### src/sv/ebjg_pkg.sv
// Shared types and constants for the exponential backoff jitter generator.
// Used by the divider, the core sequencer and the top level; no dependencies.
`default_nettype none

package ebjg_pkg;

    localparam int unsigned DATA_W = 32;
    localparam int unsigned JIT_W  = 15;
    localparam int unsigned STEP_W = 6;

    localparam logic [DATA_W-1:0] LCG_MUL  = 32'd1103515245;
    localparam logic [DATA_W-1:0] LCG_INC  = 32'd12345;
    localparam logic [DATA_W-1:0] JIT_MASK = 32'h0000_7FFF;

    localparam logic [STEP_W-1:0] STEPS_CAP = 6'd32;
    localparam logic [STEP_W-1:0] STEPS_JIT = 6'd15;

    localparam logic [1:0] KIND_REQUEST = 2'd0;
    localparam logic [1:0] KIND_RESTART = 2'd1;
    localparam logic [1:0] KIND_SEED    = 2'd2;

    localparam logic [1:0] STAT_OK      = 2'd0;
    localparam logic [1:0] STAT_EXHAUST = 2'd1;
    localparam logic [1:0] STAT_INVALID = 2'd2;

    localparam logic [1:0] REG_RETRY_LIMIT = 2'd0;
    localparam logic [1:0] REG_BASE_DELAY  = 2'd1;
    localparam logic [1:0] REG_MAX_DELAY   = 2'd2;
    localparam logic [1:0] REG_JITTER_MAX  = 2'd3;

    typedef struct packed {
        logic [DATA_W-1:0] retry_limit;
        logic [DATA_W-1:0] base_delay;
        logic [DATA_W-1:0] max_delay;
        logic [DATA_W-1:0] jitter_max;
    } t_cfg;

endpackage

`default_nettype wire

### src/sv/ebjg_div.sv
// Serial restoring divider, one quotient bit per cycle, shared by the sequencer.
// Depends on ebjg_pkg for widths.
`default_nettype none

module ebjg_div
    import ebjg_pkg::*;
(
    input  wire logic              i_clk,
    input  wire logic              i_rst_n,
    input  wire logic              i_start,
    input  wire logic [STEP_W-1:0] i_steps,
    input  wire logic [DATA_W-1:0] i_dividend,
    input  wire logic [DATA_W-1:0] i_divisor,
    output logic                   o_done,
    output logic [DATA_W-1:0]      o_quot,
    output logic [DATA_W-1:0]      o_rem
);

    logic              r_busy;
    logic              r_done;
    logic [STEP_W-1:0] r_cnt;
    logic [DATA_W-1:0] r_dvd;
    logic [DATA_W-1:0] r_dvs;
    logic [DATA_W-1:0] r_rem;
    logic [DATA_W-1:0] r_quot;

    logic [DATA_W:0]   n_trial;
    logic              n_ge;
    logic [DATA_W:0]   n_diff;

    always_comb begin
        n_trial = {r_rem, r_dvd[DATA_W-1]};
        n_ge    = (n_trial >= {1'b0, r_dvs});
        n_diff  = n_trial - {1'b0, r_dvs};
    end

    always_ff @(posedge i_clk) begin
        if (!i_rst_n) begin
            r_busy <= 1'b0;
            r_done <= 1'b0;
            r_cnt  <= '0;
        end else begin
            r_done <= !i_start && r_busy && (r_cnt == STEP_W'(1));
            if (i_start) begin
                r_busy <= 1'b1;
                r_cnt  <= i_steps;
                r_dvd  <= i_dividend;
                r_dvs  <= i_divisor;
                r_rem  <= '0;
                r_quot <= '0;
            end else if (r_busy) begin
                r_dvd  <= {r_dvd[DATA_W-2:0], 1'b0};
                r_rem  <= n_ge ? n_diff[DATA_W-1:0] : n_trial[DATA_W-1:0];
                r_quot <= {r_quot[DATA_W-2:0], n_ge};
                r_cnt  <= r_cnt - STEP_W'(1);
                if (r_cnt == STEP_W'(1)) begin
                    r_busy <= 1'b0;
                end
            end
        end
    end

    assign o_done = r_done;
    assign o_quot = r_quot;
    assign o_rem  = r_rem;

endmodule

`default_nettype wire

### src/sv/ebjg_core.sv
// Sequencer and datapath for one backoff request, with the result register.
// Depends on ebjg_pkg and drives the shared divider ebjg_div.
`default_nettype none

module ebjg_core
    import ebjg_pkg::*;
(
    input  wire logic              i_clk,
    input  wire logic              i_rst_n,
    input  wire t_cfg              i_cfg,
    input  wire logic              i_in_valid,
    output logic                   o_in_ready,
    input  wire logic [1:0]        i_kind,
    input  wire logic [DATA_W-1:0] i_seed_value,
    output logic                   o_out_valid,
    input  wire logic              i_out_ready,
    output logic [1:0]             o_status,
    output logic [DATA_W-1:0]      o_delay_ms,
    output logic [DATA_W-1:0]      o_attempts_done,
    output logic [DATA_W-1:0]      o_total_waited,
    output logic                   o_exhausted
);

    localparam logic [3:0] S_IDLE     = 4'd0;
    localparam logic [3:0] S_CHECK    = 4'd1;
    localparam logic [3:0] S_CAP_WAIT = 4'd2;
    localparam logic [3:0] S_SCALE    = 4'd3;
    localparam logic [3:0] S_LCG      = 4'd4;
    localparam logic [3:0] S_MOD      = 4'd5;
    localparam logic [3:0] S_MOD_WAIT = 4'd6;
    localparam logic [3:0] S_ADD      = 4'd7;
    localparam logic [3:0] S_CLAMP    = 4'd8;
    localparam logic [3:0] S_UPDATE   = 4'd9;
    localparam logic [3:0] S_DONE     = 4'd10;

    logic [3:0]        r_state;
    logic [1:0]        r_kind;
    logic [DATA_W-1:0] r_seed;
    logic [DATA_W-1:0] r_lcg;
    logic [DATA_W-1:0] r_att;
    logic [DATA_W-1:0] r_sum;
    logic              r_exh;
    logic [1:0]        r_status;
    logic [DATA_W-1:0] r_delay;
    logic [JIT_W-1:0]  r_jit;

    logic              r_out_valid;
    logic [1:0]        r_out_status;
    logic [DATA_W-1:0] r_out_delay;
    logic [DATA_W-1:0] r_out_att;
    logic [DATA_W-1:0] r_out_sum;
    logic              r_out_exh;

    logic              n_div_start;
    logic [STEP_W-1:0] n_div_steps;
    logic [DATA_W-1:0] n_div_dvd;
    logic [DATA_W-1:0] n_div_dvs;
    logic              div_done;
    logic [DATA_W-1:0] div_quot;
    logic [DATA_W-1:0] div_rem;

    logic              n_pow_lt;
    logic [DATA_W:0]   n_jit_sum;
    logic [DATA_W:0]   n_wait_sum;
    logic [JIT_W-1:0]  n_draw;
    logic              n_out_free;

    always_comb begin
        n_pow_lt   = (r_att[DATA_W-1:5] == '0)
                     && ((DATA_W'(1) << r_att[4:0]) < div_quot);
        n_jit_sum  = {1'b0, r_delay} + (DATA_W+1)'(r_jit);
        n_wait_sum = {1'b0, r_sum} + {1'b0, r_delay};
        n_draw     = r_lcg[30:16];
        n_out_free = !r_out_valid || i_out_ready;
    end

    always_comb begin
        n_div_start = 1'b0;
        n_div_steps = STEPS_CAP;
        n_div_dvd   = i_cfg.max_delay;
        n_div_dvs   = i_cfg.base_delay;
        if (r_state == S_CHECK) begin
            n_div_start = (r_kind == KIND_REQUEST)
                          && (i_cfg.base_delay != '0)
                          && (i_cfg.max_delay >= i_cfg.base_delay)
                          && !r_exh
                          && !((i_cfg.retry_limit != '0) && (r_att >= i_cfg.retry_limit));
        end else if (r_state == S_MOD) begin
            n_div_start = (i_cfg.jitter_max < JIT_MASK);
            n_div_steps = STEPS_JIT;
            n_div_dvd   = {n_draw, {(DATA_W-JIT_W){1'b0}}};
            n_div_dvs   = i_cfg.jitter_max + DATA_W'(1);
        end
    end

    ebjg_div u_div (
        .i_clk      (i_clk),
        .i_rst_n    (i_rst_n),
        .i_start    (n_div_start),
        .i_steps    (n_div_steps),
        .i_dividend (n_div_dvd),
        .i_divisor  (n_div_dvs),
        .o_done     (div_done),
        .o_quot     (div_quot),
        .o_rem      (div_rem)
    );

    always_ff @(posedge i_clk) begin
        if (!i_rst_n) begin
            r_state     <= S_IDLE;
            r_lcg       <= '0;
            r_att       <= '0;
            r_sum       <= '0;
            r_exh       <= 1'b0;
            r_out_valid <= 1'b0;
        end else begin
            if ((r_state == S_DONE) && n_out_free) begin
                r_out_valid <= 1'b1;
            end else if (i_out_ready) begin
                r_out_valid <= 1'b0;
            end
            case (r_state)
                S_IDLE: begin
                    if (i_in_valid) begin
                        r_kind  <= i_kind;
                        r_seed  <= i_seed_value;
                        r_state <= S_CHECK;
                    end
                end
                S_CHECK: begin
                    r_delay <= '0;
                    case (r_kind)
                        KIND_REQUEST: begin
                            if ((i_cfg.base_delay == '0)
                                || (i_cfg.max_delay < i_cfg.base_delay)) begin
                                r_status <= STAT_INVALID;
                                r_state  <= S_DONE;
                            end else if (r_exh) begin
                                r_status <= STAT_EXHAUST;
                                r_state  <= S_DONE;
                            end else if ((i_cfg.retry_limit != '0)
                                         && (r_att >= i_cfg.retry_limit)) begin
                                r_exh    <= 1'b1;
                                r_status <= STAT_EXHAUST;
                                r_state  <= S_DONE;
                            end else begin
                                r_status <= STAT_OK;
                                r_state  <= S_CAP_WAIT;
                            end
                        end
                        KIND_RESTART: begin
                            r_status <= STAT_OK;
                            r_state  <= S_DONE;
                            r_att    <= '0;
                            r_sum    <= '0;
                            r_exh    <= 1'b0;
                        end
                        KIND_SEED: begin
                            r_status <= STAT_OK;
                            r_state  <= S_DONE;
                            r_lcg    <= r_seed;
                        end
                        default: begin
                            r_status <= STAT_OK;
                            r_state  <= S_DONE;
                        end
                    endcase
                end
                S_CAP_WAIT: begin
                    if (div_done) begin
                        r_state <= S_SCALE;
                    end
                end
                S_SCALE: begin
                    r_delay <= n_pow_lt ? (i_cfg.base_delay << r_att[4:0])
                                        : (i_cfg.max_delay - div_rem);
                    r_state <= (i_cfg.jitter_max == '0) ? S_UPDATE : S_LCG;
                end
                S_LCG: begin
                    r_lcg   <= r_lcg * LCG_MUL + LCG_INC;
                    r_state <= S_MOD;
                end
                S_MOD: begin
                    if (i_cfg.jitter_max >= JIT_MASK) begin
                        r_jit   <= n_draw;
                        r_state <= S_ADD;
                    end else begin
                        r_state <= S_MOD_WAIT;
                    end
                end
                S_MOD_WAIT: begin
                    if (div_done) begin
                        r_jit   <= div_rem[JIT_W-1:0];
                        r_state <= S_ADD;
                    end
                end
                S_ADD: begin
                    r_delay <= n_jit_sum[DATA_W] ? '1 : n_jit_sum[DATA_W-1:0];
                    r_state <= S_CLAMP;
                end
                S_CLAMP: begin
                    if ((r_delay > i_cfg.max_delay)
                        && (i_cfg.jitter_max < i_cfg.max_delay)) begin
                        r_delay <= i_cfg.max_delay;
                    end
                    r_state <= S_UPDATE;
                end
                S_UPDATE: begin
                    if (r_att != '1) begin
                        r_att <= r_att + DATA_W'(1);
                    end
                    r_sum   <= n_wait_sum[DATA_W] ? '1 : n_wait_sum[DATA_W-1:0];
                    r_state <= S_DONE;
                end
                S_DONE: begin
                    if (n_out_free) begin
                        r_state <= S_IDLE;
                    end
                end
                default: begin
                    r_state <= S_IDLE;
                end
            endcase
        end
    end

    always_ff @(posedge i_clk) begin
        if ((r_state == S_DONE) && n_out_free) begin
            r_out_status <= r_status;
            r_out_delay  <= r_delay;
            r_out_att    <= r_att;
            r_out_sum    <= r_sum;
            r_out_exh    <= r_exh;
        end
    end

    assign o_in_ready      = (r_state == S_IDLE);
    assign o_out_valid     = r_out_valid;
    assign o_status        = r_out_status;
    assign o_delay_ms      = r_out_delay;
    assign o_attempts_done = r_out_att;
    assign o_total_waited  = r_out_sum;
    assign o_exhausted     = r_out_exh;

endmodule

`default_nettype wire

### src/sv/exponential_backoff_jitter_generator_unit.sv
// Top level of the exponential backoff jitter generator: configuration registers
// and stream ports. Depends on ebjg_pkg and ebjg_core.
//
//  Channel   Direction  Handshake                     Contents
//  s_axis    in         s_axis_tvalid/s_axis_tready   one request item
//  m_axis    out        m_axis_tvalid/m_axis_tready   one result per request
//  cfg       in         i_cfg_we                      register write
//
// A delay request whose jitter needs a modulo runs the 32-step serial division for
// the cap and then the 15-step division for the jitter.
// Restart, seed load and rejected requests go from the check straight to the result.
// Reset is synchronous and active low; it restores registers and counters.
// The result register lets a new request start while the last result waits.
`default_nettype none

module exponential_backoff_jitter_generator_unit
    import ebjg_pkg::*;
(
    input  wire logic               i_clk,
    input  wire logic               i_rst_n,
    input  wire logic               i_cfg_we,
    input  wire logic [1:0]         i_cfg_addr,
    input  wire logic [DATA_W-1:0]  i_cfg_wdata,
    input  wire logic               s_axis_tvalid,
    output logic                    s_axis_tready,
    input  wire logic [31:0]        s_axis_tdata,  // [31:0] seed_value
    input  wire logic [1:0]         s_axis_tuser,  // [1:0] kind
    output logic                    m_axis_tvalid,
    input  wire logic               m_axis_tready,
    // [31:0] delay_ms, [63:32] attempts_done, [95:64] total_waited, [96] exhausted
    output logic [103:0]            m_axis_tdata,
    output logic [1:0]              m_axis_tuser   // [1:0] status
);

    t_cfg              r_cfg;
    logic [1:0]        status;
    logic [DATA_W-1:0] delay_ms;
    logic [DATA_W-1:0] attempts_done;
    logic [DATA_W-1:0] total_waited;
    logic              exhausted;

    always_ff @(posedge i_clk) begin
        if (!i_rst_n) begin
            r_cfg.retry_limit <= '0;
            r_cfg.base_delay  <= DATA_W'(1);
            r_cfg.max_delay   <= DATA_W'(1);
            r_cfg.jitter_max  <= '0;
        end else if (i_cfg_we) begin
            case (i_cfg_addr)
                REG_RETRY_LIMIT: r_cfg.retry_limit <= i_cfg_wdata;
                REG_BASE_DELAY:  r_cfg.base_delay  <= i_cfg_wdata;
                REG_MAX_DELAY:   r_cfg.max_delay   <= i_cfg_wdata;
                REG_JITTER_MAX:  r_cfg.jitter_max  <= i_cfg_wdata;
                default: begin
                end
            endcase
        end
    end

    ebjg_core u_core (
        .i_clk           (i_clk),
        .i_rst_n         (i_rst_n),
        .i_cfg           (r_cfg),
        .i_in_valid      (s_axis_tvalid),
        .o_in_ready      (s_axis_tready),
        .i_kind          (s_axis_tuser),
        .i_seed_value    (s_axis_tdata),
        .o_out_valid     (m_axis_tvalid),
        .i_out_ready     (m_axis_tready),
        .o_status        (status),
        .o_delay_ms      (delay_ms),
        .o_attempts_done (attempts_done),
        .o_total_waited  (total_waited),
        .o_exhausted     (exhausted)
    );

    assign m_axis_tuser = status;
    assign m_axis_tdata = {7'b0, exhausted, total_waited, attempts_done, delay_ms};

endmodule

`default_nettype wire

### config.mk
export PLATFORM = sky130hd
export DESIGN_NAME = exponential_backoff_jitter_generator_unit
export DESIGN_NICKNAME = d
export VERILOG_FILES = /design/src/sv/ebjg_pkg.sv /design/src/sv/ebjg_div.sv /design/src/sv/ebjg_core.sv /design/src/sv/exponential_backoff_jitter_generator_unit.sv
export SDC_FILE = /design/constraint.sdc
export NUM_CORES = 2
export LEC_CHECK = 0
export ABC_AREA = 1
export BUFFER_PORTS_ARGS = -buffer_cell sky130_fd_sc_hd__clkbuf_2
export CELL_PAD_IN_SITES_DETAIL_PLACEMENT = 2
export CELL_PAD_IN_SITES_GLOBAL_PLACEMENT = 2
export CORE_ASPECT_RATIO = 1.75
export CORE_MARGIN = 5
export CORE_UTILIZATION = 40
export DETAILED_ROUTE_END_ITERATION = 8
export HOLD_SLACK_MARGIN = 0.06
export PLACE_DENSITY = 0.95
export SLEW_MARGIN = 25
export SYNTH_ARGS = -nofsm -noshare
export SYNTH_HDL_FRONTEND = slang
export SYNTH_HIERARCHICAL = 1
export SYNTH_SLANG_ARGS = --single-unit
### constraint.sdc
create_clock -name i_clk -period 18.9 [get_ports i_clk]
set_clock_uncertainty 0.1 [all_clocks]
set_input_delay 3.78 -clock i_clk [delete_from_list [all_inputs] [get_ports i_clk]]
set_output_delay 3.78 -clock i_clk [all_outputs]
set_load 0.05 [all_outputs]
Yosys cells after proc, flatten, opt, wreduce, memory -nomap -nowiden
Cells that the tools add are included.

word-level totals
  flip-flop bits (word level) = 548
  bits in latches = 0
  RAM bits = 0
  ROM bits = 0
  input bits = 73
  output and inout bits = 108
  word-level logic and storage cells = 175
  memories = 0

operators by class
  $add $sub $neg = 8
  $mul = 1
  divide/modulo/power cells = 0
  order comparisons = 9
  equality and inequality tests = 27
  shift-type cells = 2
  multiplexer cells = 52
  bitwise logic cells = 1
  reductions and logical operators = 47

operators with widths
  kind                    number
  $mux 32                 16
  $pmux 32 s2             3
  $pmux 32 s4             1
  $lt 32x32->1            3
  $add 32x1->32 const B   2
  $ge 32x32->1            2
  $logic_not 32->1        2
  $reduce_bool 32->1      2
  $sub 32x32->32          2
  $pmux 4 s11             1
  $mux 4                  9
  $add 32x15->33          1
  $add 32x32->33          1
  $ge 33x32->1            1
  $add 32x14->32 const B  1
  $ge 32x15->1 const B    1
  $gt 32x32->1            1
  $lt 32x15->1 const B    1
  $mul 32x31->32 const B  1
  $ne 32x32->1 const B    1
  $shl 1x5->32 const A    1
  $shl 32x5->32           1
  $mux 15                 2
  $pmux 15 s2             1
  27 further kinds        90

Depth between registers and ports, before layout
  depth after elaboration = 9
  mapped depth = 31
  gate-level depth less buffers = 31

Modules after synthesis
Netlist, hierarchy kept.

by module, submodules not included
  module                                     instances  cells each  area an instance (µm²)  seq. area each (µm²)
  ebjg_core                                  1          4462        32857.8                 7457.2
  ebjg_div                                   1          1120        8431.8                  4003.8
  exponential_backoff_jitter_generator_unit  1          827         5425.2                  2562.5

Worst setup path after synthesis
OpenSTA, ideal clock, no wires.

  path type = input to register
  start = in m_axis_tready
  end = reg u_core.r_out_att[0], in the netlist u_core/o_attempts_done[0] (enable)
  setup time = 0.679 ns
  arrival time = 10.539 ns
  required time = 18.121 ns
  path slack = 7.582 ns
  stages = 2
  buffers on the path = 0
  cell sequence = nor2_1 nor3_1

on the way
  cells in the longest elaborated chain, start to end = 2

RTL lines
  what                  RTL line                                         RTL
  from (decl)           exponential_backoff_jitter_generator_unit.sv:29  input wire logic m_axis_tready,
  $logic_or 1x1->1      ebjg_core.sv:74                                  n_out_free = !r_out_valid || i_out_ready;
  $logic_and 1x1->1     ebjg_core.sv:228                                 if ((r_state == S_DONE) && n_out_free) begin
  to (signal assigned)  ebjg_core.sv:231                                 r_out_att <= r_att;
  to (decl)             ebjg_core.sv:50                                  logic [DATA_W-1:0] r_out_att;

Every way passes these cells.
A chain may end at the register's enable or synchronous reset.

Worst setup path after layout
  start = reg u_core.r_lcg[16]
  end = reg u_core.r_lcg[30]

on the way
  cells in the longest elaborated chain, start to end = 3

RTL lines
  what                    RTL line          RTL
  from (decl)             ebjg_core.sv:39   logic [DATA_W-1:0] r_lcg;
  from (signal assigned)  ebjg_core.sv:161  r_lcg <= r_seed;
  from (signal assigned)  ebjg_core.sv:180  r_lcg <= r_lcg * LCG_MUL + LCG_INC;
  $mul 32x31->32          ebjg_core.sv:180
  $add 32x14->32          ebjg_core.sv:180
  $pmux 32 s2             ebjg_core.sv:122  case (r_state)

Every way passes these cells.

==> run summary <==
Starting Density -> 40.09%
Crit Path Max Fanout -> 8
P_int -> 3.230 mW
Comb power frac -> 60.0%
WP data arrival -> 9.31 ns
clock latency on the worst-skew pair -> 0.74 ns
R2R Path Start -> u_core/r_lcg[16]
DRC viols -> 0
crit path launch -> u_core/r_lcg[16]
Yosys cell types -> 66
DPL Wire Length -> 198400 µm
maximum clock rate -> 0.1133 GHz
shortest period the worst path allows -> 8.826 ns
Crit. End Element -> flop
Layout area overhead -> 9.286%
Net Sw Power -> 3.872 mW
status -> finished clean
leading post-synthesis cells by cell area -> edfxtp_1 (20%), ha_1 (13%), nand2_1 (12%)
crit-path most repeated cell -> inv_1
final hold viol count -> 0
drt wl/cell -> 35.38 µm
switch share -> 54.52%
Routed WL -> 286500 µm
yosys warns -> 6
I/O Pins -> 181
Worst path slowest cell -> dfxtp_1
H-Tree Level Count -> 2
most numerous cell in the Yosys netlist -> nand2_1
leading area contributor after synthesis -> edfxtp_1
pwr dens -> 139.1 mW/mm²
critical path type -> reg -> reg
CP Launch Type -> flop
first-pass GRT wire length -> 403700 µm
All-Layer GR Usage -> 45.16%
# setup viols final -> 0
FF+latch count, synth -> 546
NumNets Final -> 7238
Root Driver -> clkbuf_16
Mapped Cells -> 6409
Post-Route Setup TNS -> 0 ns
Post-CTS Hold Buffers -> 0
type of the most critical hold path -> reg -> reg
Via density -> 6.270
Post-synth EDFFs -> 309
CTS tree -> done
clk sink count -> 546
core footprint -> 0.1165 mm²
pin count of the biggest net entering global routing -> 99
top cells by count, synth -> nand2_1 (1514), inv_1 (1230), nor2_1 (668)
register area share after synthesis -> 30.02%
Final Power -> 7.103 mW
Seq pwr share -> 22.2%
post-CTS sizing -> 0
GRT overflow -> 0
unrepaired setup endpoints after global routing -> false
Leak Pwr -> 25.13 nW
Critical Path RT -> 19.39 ns
Port-buffer cells -> 172
Async SR Flop Fraction -> 0%
placed cell area -> 0.04898 mm²
CTS Buf Count -> 58
post-CTS setup buffer count -> 0
vias in the first global route -> 57282
Synth Flop Type -> edfxtp_1
1st-pass router iterations -> 6
routed vias -> 50770
Max Root-Sink Buffers -> 3
Mean Syn Cell Area -> 7.289 µm²
max FFs per register -> 128
power share of the clock group -> 17.8%
mapped cell area -> 0.04671 mm²
critical hold path startpoint -> u_core/r_sum[6]
Die Ht -> 462.1 µm
Slew @ Worst Pin -> 1.115 ns
CP peak stage delay -> 0.91 ns
MaxCap Viol Count -> 0
initial antenna violation count -> 40
DRT iter0 DRCs -> 4463
Routability Congestion -> 1.002
share of cells above drive strength 1 -> 6.313%
Design Area, Final -> 0.05105 mm²
Biggest register -> r_cfg
die width -> 268.3 µm
clock-pin slew on the worst setup and hold paths -> 0.08 ns
DIE AREA -> 0.1240 mm²
max-slew violation count -> 0
Final period util -> 46.70%
Yosys top cell area share -> 19.86%
DRT antenna net count -> 0
FP Rows -> 166
worst-case vdd ir drop -> 0.0002102 V
max_slew headroom -> 25.33%
post-layout util -> 43.81%
## cell type report
cell class / count / area [µm²]
multi-input combinational: 4446 / 27220
clock buffer: 85 / 1655
timing repair buffer: 214 / 1235
sequential: 546 / 14020
antenna: 27 / 67.56
clock inverter: 22 / 285.3
tap: 1512 / 1892
fill: 13590 / 65470
inverter: 1245 / 4673
## final timing paths
check | end | slack [ns] | depth (start not counted)
worst min register to register | u_core/o_total_waited[6] | 0.33 | 0
worst min-delay path | u_core/o_total_waited[6] | 0.33 | 0
worst max register to register | u_core/r_lcg[30] | 10.07 | 25
worst max-delay path | u_core/r_lcg[30] | 10.07 | 25
## per-layer routing
metal / part of all wire (%) / wire length, µm / global-route usage (%)
met4: 16 / 44500 / 53.24
met5: 0.10 / 292 / 1.113
met1: 29 / 84290 / 38.91
met3: 8.3 / 23780 / 15.91
met2: 47 / 133600 / 74.23
## worst max-delay path, delay by kind of cell (launching register included)
kind	cells	cell delay (ns)
buffers and inverters	8	1.06
flip-flops	1	0.91
AO/OA/AOI/OAI	1	0.08
AND/OR/NAND/NOR	7	1.28
adder cells (fa/ha/maj)	9	5.24
## per-stage QoR
step | hold slack (ns) | cells | worst slack [ns]
global placement | 0.3150 | 7960 | 11.76
detailed placement | 0.3622 | 7961 | 11.11
CTS | 0.3310 | 8068 | 10.82
global route | 0.3656 | 8079 | 9.963
finish | 0.3307 | 8097 | 10.07
floorplan | 0.3003 | 6415 | 7.582
## logic make-up (layout without fill, tap and decap cells)
| kind of cell | count (synthesis) | in the layout | synth area share, % |
|---|---|---|---|
| flip-flops | 546 | 546 | 30.02 |
| adder cells (fa/ha/maj) | 654 | 654 | 20.39 |
| XOR/XNOR | 144 | 144 | 2.700 |
| AO/OA/AOI/OAI | 836 | 836 | 9.669 |
| buffers and inverters | 1423 | 1566 | 11.88 |
| AND/OR/NAND/NOR | 2796 | 2796 | 25.15 |
| multiplexers | 8 | 8 | 0.1714 |
| other | 2 | 35 | 0.01608 |
## power by group through the flow
stage	logic, mW	registers (mW)	clock network, mW
3_5_place_dp	3.64	1.58	0
3_3_place_gp	3.12	1.57	0
5_1_grt	4.44	1.57	1.31
2_1_floorplan	2.08	1.52	0
4_1_cts	3.90	1.56	1.27
6_report	4.26	1.58	1.27
## cells in the final DEF (no fill, tap or decap), types with 9 or more instances in the layout
master / n
o21a_1: 11
o21bai_1: 18
a21o_1: 10
nor2_4: 11
a21oi_1: 396
diode_2: 27
nor3_1: 73
xor2_1: 95
edfxtp_1: 309
xnor2_1: 49
clkbuf_2: 172
nand2_1: 1513
nand3_1: 312
inv_1: 1226
buf_4: 39
nor2_2: 24
o21ai_0: 303
nor2_1: 662
nand3b_1: 12
clkbuf_1: 17
or2_2: 15
o211ai_1: 19
nand4_1: 76
nor4_1: 40
inv_2: 14
ha_1: 475
nand2_2: 19
clkbuf_16: 59
o221ai_1: 13
fa_1: 179
dfxtp_1: 236
clkinv_1: 9
a31oi_1: 19
Power figures use the tool's default switching activity.
